===== src/hdl/swpf_pkg.sv =====
`timescale 1ns / 1ps
`default_nettype none

package swpf_pkg;

  localparam int BYTE_W     = 8;
  localparam int WORD_W     = 16;
  localparam int IDX_W      = 4;
  localparam int BIT_CNT_W  = 3;
  localparam int IN_TDATA_W = BYTE_W + WORD_W + WORD_W;

  typedef logic [BYTE_W-1:0]    byte_t;
  typedef logic [WORD_W-1:0]    word_t;
  typedef logic [IDX_W-1:0]     idx_t;
  typedef logic [BIT_CNT_W-1:0] bit_cnt_t;

  localparam byte_t HDR_SYNC    = 8'hFF;
  localparam byte_t HDR_MARK    = 8'hFD;
  localparam byte_t HDR_RSVD    = 8'h00;
  localparam byte_t INSTR_WRITE = 8'h03;
  localparam byte_t LEN_ONE     = 8'h06;
  localparam byte_t LEN_TWO     = 8'h07;
  localparam byte_t LEN_HI      = 8'h00;
  localparam word_t CRC_POLY    = 16'h8005;

  // Byte positions of the packet body ahead of the CRC.
  localparam idx_t IDX_SYNC0   = 4'd0;
  localparam idx_t IDX_SYNC1   = 4'd1;
  localparam idx_t IDX_MARK    = 4'd2;
  localparam idx_t IDX_RSVD    = 4'd3;
  localparam idx_t IDX_ID      = 4'd4;
  localparam idx_t IDX_LEN_LO  = 4'd5;
  localparam idx_t IDX_LEN_HI  = 4'd6;
  localparam idx_t IDX_INSTR   = 4'd7;
  localparam idx_t IDX_ADDR_LO = 4'd8;
  localparam idx_t IDX_ADDR_HI = 4'd9;
  localparam idx_t IDX_VAL_LO  = 4'd10;
  localparam idx_t IDX_VAL_HI  = 4'd11;

  function automatic byte_t pkt_byte(idx_t idx, byte_t id, word_t addr, word_t val,
                                     logic wide);
    byte_t b;
    unique case (idx)
      IDX_SYNC0:   b = HDR_SYNC;
      IDX_SYNC1:   b = HDR_SYNC;
      IDX_MARK:    b = HDR_MARK;
      IDX_RSVD:    b = HDR_RSVD;
      IDX_ID:      b = id;
      IDX_LEN_LO:  b = wide ? LEN_TWO : LEN_ONE;
      IDX_LEN_HI:  b = LEN_HI;
      IDX_INSTR:   b = INSTR_WRITE;
      IDX_ADDR_LO: b = addr[BYTE_W-1:0];
      IDX_ADDR_HI: b = addr[WORD_W-1:BYTE_W];
      IDX_VAL_LO:  b = val[BYTE_W-1:0];
      IDX_VAL_HI:  b = val[WORD_W-1:BYTE_W];
      default:     b = '0;
    endcase
    return b;
  endfunction

endpackage

`default_nettype wire


===== src/hdl/servo_write_packet_framer_unit.sv =====
// Register-write packet framer. Each input request (servo id, 16-bit register
// address, value, width flag) becomes one packet on the output byte stream:
// FF FF FD 00, id, length (06 or 07) LSB first, instruction 03, address LSB
// first, one or two value bytes LSB first, then a CRC-16 (poly 0x8005, init 0,
// non-reflected) LSB first, with tlast on the CRC high byte. A one-byte request
// gives 13 output bytes, a two-byte request 14. The CRC runs bit-serially, one
// bit per clock: each body byte is loaded into the output register and shift
// register once the output register is free, then its eight bits are folded
// into the CRC, MSB first; the two CRC bytes follow, each offered once the
// output register is free. Body bytes appear as soon as they are loaded. The
// next request is accepted while the final CRC byte still waits in the output
// register.
`timescale 1ns / 1ps
`default_nettype none

module servo_write_packet_framer_unit (
  input  wire logic                                clk,
  input  wire logic                                rst_n,
  input  wire logic                                in_tvalid,
  output logic                                     in_tready,
  // [7:0] servo_id, [23:8] reg_address, [39:24] write_value
  input  wire logic [swpf_pkg::IN_TDATA_W-1:0]     in_tdata,
  // [0] two_byte_value
  input  wire logic                                in_tuser,
  output logic                                     out_tvalid,
  input  wire logic                                out_tready,
  // [7:0] tx_byte
  output logic [swpf_pkg::BYTE_W-1:0]              out_tdata,
  output logic                                     out_tlast
);

  localparam logic [2:0] ST_IDLE   = 3'd0;
  localparam logic [2:0] ST_LOAD   = 3'd1;
  localparam logic [2:0] ST_BITS   = 3'd2;
  localparam logic [2:0] ST_CRC_LO = 3'd3;
  localparam logic [2:0] ST_CRC_HI = 3'd4;

  localparam swpf_pkg::bit_cnt_t BIT_LAST = swpf_pkg::bit_cnt_t'(swpf_pkg::BYTE_W - 1);

  // Control state
  logic [2:0]             state_r, state_nxt;
  swpf_pkg::idx_t         idx_r, idx_nxt;
  swpf_pkg::bit_cnt_t     bitcnt_r, bitcnt_nxt;
  logic                   out_valid_r, out_valid_nxt;

  // Payload
  swpf_pkg::byte_t        id_r, id_nxt;
  swpf_pkg::word_t        addr_r, addr_nxt;
  swpf_pkg::word_t        val_r, val_nxt;
  logic                   wide_r, wide_nxt;
  swpf_pkg::byte_t        sh_r, sh_nxt;
  swpf_pkg::word_t        crc_r, crc_nxt;
  swpf_pkg::byte_t        out_data_r, out_data_nxt;
  logic                   out_last_r, out_last_nxt;

  logic                   slot_free;
  logic                   fb;
  swpf_pkg::word_t        crc_step;
  swpf_pkg::byte_t        cur_byte;
  swpf_pkg::idx_t         last_idx;

  assign in_tready  = (state_r == ST_IDLE);
  assign out_tvalid = out_valid_r;
  assign out_tdata  = out_data_r;
  assign out_tlast  = out_last_r;

  // The output register is free when empty or being drained this cycle.
  assign slot_free = !out_valid_r || out_tready;

  // One CRC bit per clock, MSB of the byte first.
  assign fb       = crc_r[swpf_pkg::WORD_W-1] ^ sh_r[swpf_pkg::BYTE_W-1];
  assign crc_step = {crc_r[swpf_pkg::WORD_W-2:0], 1'b0} ^ (fb ? swpf_pkg::CRC_POLY : '0);

  assign cur_byte = swpf_pkg::pkt_byte(idx_r, id_r, addr_r, val_r, wide_r);
  assign last_idx = wide_r ? swpf_pkg::IDX_VAL_HI : swpf_pkg::IDX_VAL_LO;

  always_comb begin
    state_nxt     = state_r;
    idx_nxt       = idx_r;
    bitcnt_nxt    = bitcnt_r;
    id_nxt        = id_r;
    addr_nxt      = addr_r;
    val_nxt       = val_r;
    wide_nxt      = wide_r;
    sh_nxt        = sh_r;
    crc_nxt       = crc_r;
    out_data_nxt  = out_data_r;
    out_last_nxt  = out_last_r;
    // Drop the held byte once the sink takes it.
    out_valid_nxt = out_valid_r && !out_tready;

    unique case (state_r)
      ST_IDLE: begin
        if (in_tvalid) begin
          id_nxt    = in_tdata[swpf_pkg::BYTE_W-1:0];
          addr_nxt  = in_tdata[swpf_pkg::BYTE_W +: swpf_pkg::WORD_W];
          val_nxt   = in_tdata[swpf_pkg::BYTE_W + swpf_pkg::WORD_W +: swpf_pkg::WORD_W];
          wide_nxt  = in_tuser;
          idx_nxt   = swpf_pkg::IDX_SYNC0;
          crc_nxt   = '0;
          state_nxt = ST_LOAD;
        end
      end
      ST_LOAD: begin
        // Offer the body byte and start folding it into the CRC.
        if (slot_free) begin
          out_valid_nxt = 1'b1;
          out_data_nxt  = cur_byte;
          out_last_nxt  = 1'b0;
          sh_nxt        = cur_byte;
          bitcnt_nxt    = '0;
          state_nxt     = ST_BITS;
        end
      end
      ST_BITS: begin
        crc_nxt    = crc_step;
        sh_nxt     = {sh_r[swpf_pkg::BYTE_W-2:0], 1'b0};
        bitcnt_nxt = bitcnt_r + 1'b1;
        if (bitcnt_r == BIT_LAST) begin
          idx_nxt   = idx_r + 1'b1;
          state_nxt = (idx_r == last_idx) ? ST_CRC_LO : ST_LOAD;
        end
      end
      ST_CRC_LO: begin
        if (slot_free) begin
          out_valid_nxt = 1'b1;
          out_data_nxt  = crc_r[swpf_pkg::BYTE_W-1:0];
          out_last_nxt  = 1'b0;
          state_nxt     = ST_CRC_HI;
        end
      end
      ST_CRC_HI: begin
        if (slot_free) begin
          out_valid_nxt = 1'b1;
          out_data_nxt  = crc_r[swpf_pkg::WORD_W-1:swpf_pkg::BYTE_W];
          out_last_nxt  = 1'b1;
          state_nxt     = ST_IDLE;
        end
      end
      default: begin
        state_nxt = ST_IDLE;
      end
    endcase
  end

  always_ff @(posedge clk) begin
    if (!rst_n) begin
      state_r     <= ST_IDLE;
      idx_r       <= '0;
      bitcnt_r    <= '0;
      out_valid_r <= 1'b0;
    end else begin
      state_r     <= state_nxt;
      idx_r       <= idx_nxt;
      bitcnt_r    <= bitcnt_nxt;
      out_valid_r <= out_valid_nxt;
    end
  end

  always_ff @(posedge clk) begin
    id_r       <= id_nxt;
    addr_r     <= addr_nxt;
    val_r      <= val_nxt;
    wide_r     <= wide_nxt;
    sh_r       <= sh_nxt;
    crc_r      <= crc_nxt;
    out_data_r <= out_data_nxt;
    out_last_r <= out_last_nxt;
  end

endmodule

`default_nettype wire


===== config.mk =====
export PLATFORM = sky130hd
export DESIGN_NAME = servo_write_packet_framer_unit
export DESIGN_NICKNAME = d
export VERILOG_FILES = /design/src/hdl/swpf_pkg.sv /design/src/hdl/servo_write_packet_framer_unit.sv
export SDC_FILE = /design/constraint.sdc
export NUM_CORES = 1
export LEC_CHECK = 0
export ABC_AREA = 1
export BUFFER_PORTS_ARGS = -buffer_cell sky130_fd_sc_hd__buf_2
export CORE_UTILIZATION = 60
export CTS_BUF_LIST = sky130_fd_sc_hd__clkbuf_8
export DETAILED_ROUTE_END_ITERATION = 6
export PLACE_DENSITY = 0.94
export SETUP_SLACK_MARGIN = 0.2
export SLEW_MARGIN = 20
export SYNTH_ARGS = -nofsm -noshare
export SYNTH_HDL_FRONTEND = slang
export SYNTH_SLANG_ARGS = --single-unit
export TNS_END_PERCENT = 100

===== constraint.sdc =====
create_clock -name clk -period 7.1 [get_ports clk]
set_clock_uncertainty 0.15 [all_clocks]
set_input_delay 0.71 -clock clk [delete_from_list [all_inputs] [get_ports clk]]
set_output_delay 0.71 -clock clk [all_outputs]
set_load 0.02 [all_outputs]

==> results.json <==
{
  "clockBufferDepth": 2,
  "syn-instance-count": 362,
  "initial_core_utilization_pct": 62.5,
  "design.core.area_sq_mm": 0.00596,
  "detail_route.first_pass.iterations": 6,
  "yosys-top-cells-area": "sky130_fd_sc_hd__edfxtp_1 60%, sky130_fd_sc_hd__nand2_1 12%, sky130_fd_sc_hd__dfxtp_1 5.9%",
  "hpwl_um": 4930,
  "top_count_cell_post_synth": "sky130_fd_sc_hd__nand2_1",
  "placement.io_buffers": 55,
  "drt-initial-drc-count": 237,
  "synth_area_leader_cell": "sky130_fd_sc_hd__edfxtp_1",
  "setup.worst_path.end_class": "flip-flop",
  "setup_tns_ns": 0,
  "synth_flop_cell": "sky130_fd_sc_hd__edfxtp_1",
  "post-route-min-period_ns": 2.36,
  "ys.warnings.count": 0,
  "synthDominantCellAreaShare_pct": 59.7,
  "wl_um": 7070,
  "run_status": "finished clean",
  "synthAdderAreaFrac_pct": 2.02,
  "power_leakage_nw": 1.79,
  "compound_cell_area_share_of_the_yosys_netlist_pct": 5.92,
  "syn_to_final_growth_pct": 14.5,
  "crit_fanout": 42,
  "synth_xor_xnor_area_share_pct": 0.471,
  "worstMarginPinSlew_ns": 0.757,
  "synth_seq_area_share_pct": 65.6,
  "timing.critical_path.required_ns": 6.96,
  "initial_antenna_violation_count": 0,
  "number_of_global_route_vias_before_repair": 2664,
  "main_combinational_cell_family_by_area_after_synthesis": "simple AND/OR/NAND/NOR gates",
  "startpoint_type": "flip-flop",
  "post_route_cells_drive_above_1_share_pct": 21.4,
  "post_synth_most_frequent_cells": "118 x sky130_fd_sc_hd__nand2_1, 74 x sky130_fd_sc_hd__edfxtp_1, 46 x sky130_fd_sc_hd__inv_1",
  "die_height_um": 80.8,
  "synth.distinct_cells": 27,
  "drcViolationCount": 0,
  "ant_nets": 0,
  "layout.nets": 476,
  "io-pin-count": 56,
  "cap_violations": 0,
  "dieArea_sq_mm": 0.00652,
  "htreeDepth": 3,
  "slew-limit-headroom_pct": 49.5,
  "placement_rows": 28,
  "fp.dieW_um": 80.8,
  "post_drt_via_cell_ratio": 5.28,
  "syn_avg_cell_area_sq_um": 10.3,
  "globalRoute.totalOverflow": 0,
  "cellPowerDensity_mw_per_mm2": 238,
  "clockRootBuffer": "sky130_fd_sc_hd__clkbuf_8",
  "crit_path_class": "flip-flop to flip-flop",
  "fin_total_pwr_w": 0.00102,
  "cts_tree": "yes",
  "mux_cell_area_share_after_synthesis_pct": 0,
  "clk_pin_slew_worst_paths_ns": 0.10,
  "min_period_over_period_pct": 33.3,
  "route.detailed.wl_per_inst_um": 14.0,
  "gp_routability_congestion": 0.891,
  "cp_data_arrival_time_ns": 2.23,
  "global_route_usage_over_all_layers_pct": 24.9,
  "place_area_sq_mm": 0.00407,
  "cts_buffers": 9,
  "postSynth.asyncResetShare_pct": 0,
  "netlist_area_sq_mm": 0.00372,
  "hold_buffers": 0,
  "share_of_synthesized_cell_area_in_and_or_nand_and_nor_gates_pct": 20.2,
  "final_setup_fails": 0,
  "post-route-cell-area_sq_mm": 0.00426,
  "vdd.ir_drop.worst_v": 0.000171,
  "net_count_synth": 413,
  "postCtsSetupRepairBufs": 0,
  "grt_max_degree": 43,
  "dr_total_vias": 2665,
  "maximum_frequency_from_static_timing_analysis_mhz": 423,
  "slew_viol_final": 0,
  "first_pass_grt_wire_length_um": 11600,
  "synth_enable_flop_cells": 74,
  "post_cts_resize_count": 0,
  "timing.hold.worst.class": "flip-flop to flip-flop",
  "cts.sinks": 85,
  "antennaDiodeCount": 0,
  "unrepaired_setup_endpoints_after_global_routing": "false",
  "synth.ff_latch_count": 85,
  "worst_skew_pair.late_latency_ns": 0.38,
  "timing.final.hold_violations": 0
}
[worst paths after layout]
check | startpoint | to | slack, ns | cells past startpoint
max | state_r[2] | crc_r[13] | 4.74 | 6
min | bitcnt_r[2] | bitcnt_r[2] | 0.32 | 2
max reg2reg | state_r[2] | crc_r[13] | 4.74 | 6
min reg2reg | bitcnt_r[2] | bitcnt_r[2] | 0.32 | 2
[critical path, cell delays in order (launching register included)]
cell	delay, ns
sky130_fd_sc_hd__dfxtp_1	0.36
sky130_fd_sc_hd__nor2_2	0.20
sky130_fd_sc_hd__nand3_1	0.19
sky130_fd_sc_hd__inv_1	0.10
sky130_fd_sc_hd__buf_4	0.43
sky130_fd_sc_hd__nor2_1	0.07
sky130_fd_sc_hd__inv_1	0.45
[state kept, by name, summed over array words and instances, names as in the netlist]
signal	count
out_tdata	8
sh_r	8
bitcnt_r	3
wide_r	1
crc_r	16
state_r	3
idx_r	4
out_tlast	1
id_r	8
addr_r	16
out_tvalid	1
val_r	16
[per-stage QoR]
step	util [%]	std cells	hold WS, ns	worst slack, ns
after floorplan	-	362	0.282	4.47
after global placement	68.3	489	0.300	4.63
after detailed placement	68.3	489	0.309	4.58
after CTS	71.5	505	0.325	4.77
after global routing	71.5	505	0.342	4.57
final	71.5	505	0.325	4.74
[where the power goes]
part	switching [W]	leakage [nW]	internal (W)	total [W]
Sequential	0.0000107	0.794	0.000583	0.000594
Combinational	0.0000640	0.903	0.0000293	0.0000933
Clock	0.000192	0.0943	0.000135	0.000328
[layout by cell type (no fill, tap or decap)]
| master | netlist | routed |
|---|---|---|
| sky130_fd_sc_hd__a21oi_1 | 20 | 20 |
| sky130_fd_sc_hd__inv_6 | 0 | 2 |
| sky130_fd_sc_hd__o22ai_1 | 7 | 7 |
| sky130_fd_sc_hd__nand2_2 | 4 | 4 |
| sky130_fd_sc_hd__nor2_2 | 2 | 2 |
| sky130_fd_sc_hd__inv_4 | 1 | 1 |
| sky130_fd_sc_hd__o21ai_0 | 8 | 8 |
| sky130_fd_sc_hd__nor3_1 | 3 | 3 |
| sky130_fd_sc_hd__nor2_1 | 32 | 32 |
| sky130_fd_sc_hd__clkbuf_8 | 0 | 9 |
| sky130_fd_sc_hd__o21ai_1 | 2 | 2 |
| sky130_fd_sc_hd__a21oi_2 | 1 | 1 |
| sky130_fd_sc_hd__inv_1 | 46 | 46 |
| sky130_fd_sc_hd__buf_4 | 1 | 1 |
| sky130_fd_sc_hd__edfxtp_1 | 74 | 74 |
| sky130_fd_sc_hd__inv_2 | 2 | 2 |
| sky130_fd_sc_hd__o21ai_2 | 2 | 2 |
| sky130_fd_sc_hd__clkinvlp_4 | 0 | 1 |
| sky130_fd_sc_hd__nand3_2 | 1 | 1 |
| sky130_fd_sc_hd__buf_2 | 1 | 55 |
| sky130_fd_sc_hd__ha_1 | 6 | 6 |
| sky130_fd_sc_hd__dfxtp_1 | 11 | 11 |
| sky130_fd_sc_hd__nand3_1 | 8 | 8 |
| sky130_fd_sc_hd__xnor2_1 | 2 | 2 |
| sky130_fd_sc_hd__nand2_4 | 1 | 1 |
| sky130_fd_sc_hd__clkinv_4 | 0 | 2 |
| sky130_fd_sc_hd__nor2_4 | 6 | 6 |
| sky130_fd_sc_hd__nor3b_1 | 1 | 1 |
| sky130_fd_sc_hd__nand2_1 | 118 | 118 |
| sky130_fd_sc_hd__inv_8 | 0 | 2 |
[cell type report]
type	instances	area, sq um
flip-flops and latches	85	2440
fillers	418	1700
multi-input cells	224	1060
repair buffers	56	283
inverters	49	186
clock buffers	9	124
well taps	75	93.8
clock inverters	7	65.1
[logic make-up after synthesis]
logic type | Yosys count
AND/OR/NAND/NOR | 176
flip-flops | 85
buffers and inverters | 53
AO/OA/AOI/OAI | 40
adder cells (fa/ha/maj) | 6
XOR/XNOR | 2
[routing by layer]
| layer | up-vias | global-route usage, % | wire length (um) |
|---|---|---|---|
| met5 | - | 0 | 0 |
| met4 | 0 | 14.8 | 198 |
| met3 | 22 | 5.39 | 465 |
| met2 | 107 | 43.3 | 3690 |
| met1 | 1230 | 28.1 | 2720 |
| li1 | 1306 | - | - |
No activity file was read; power rests on OpenSTA's default activity.
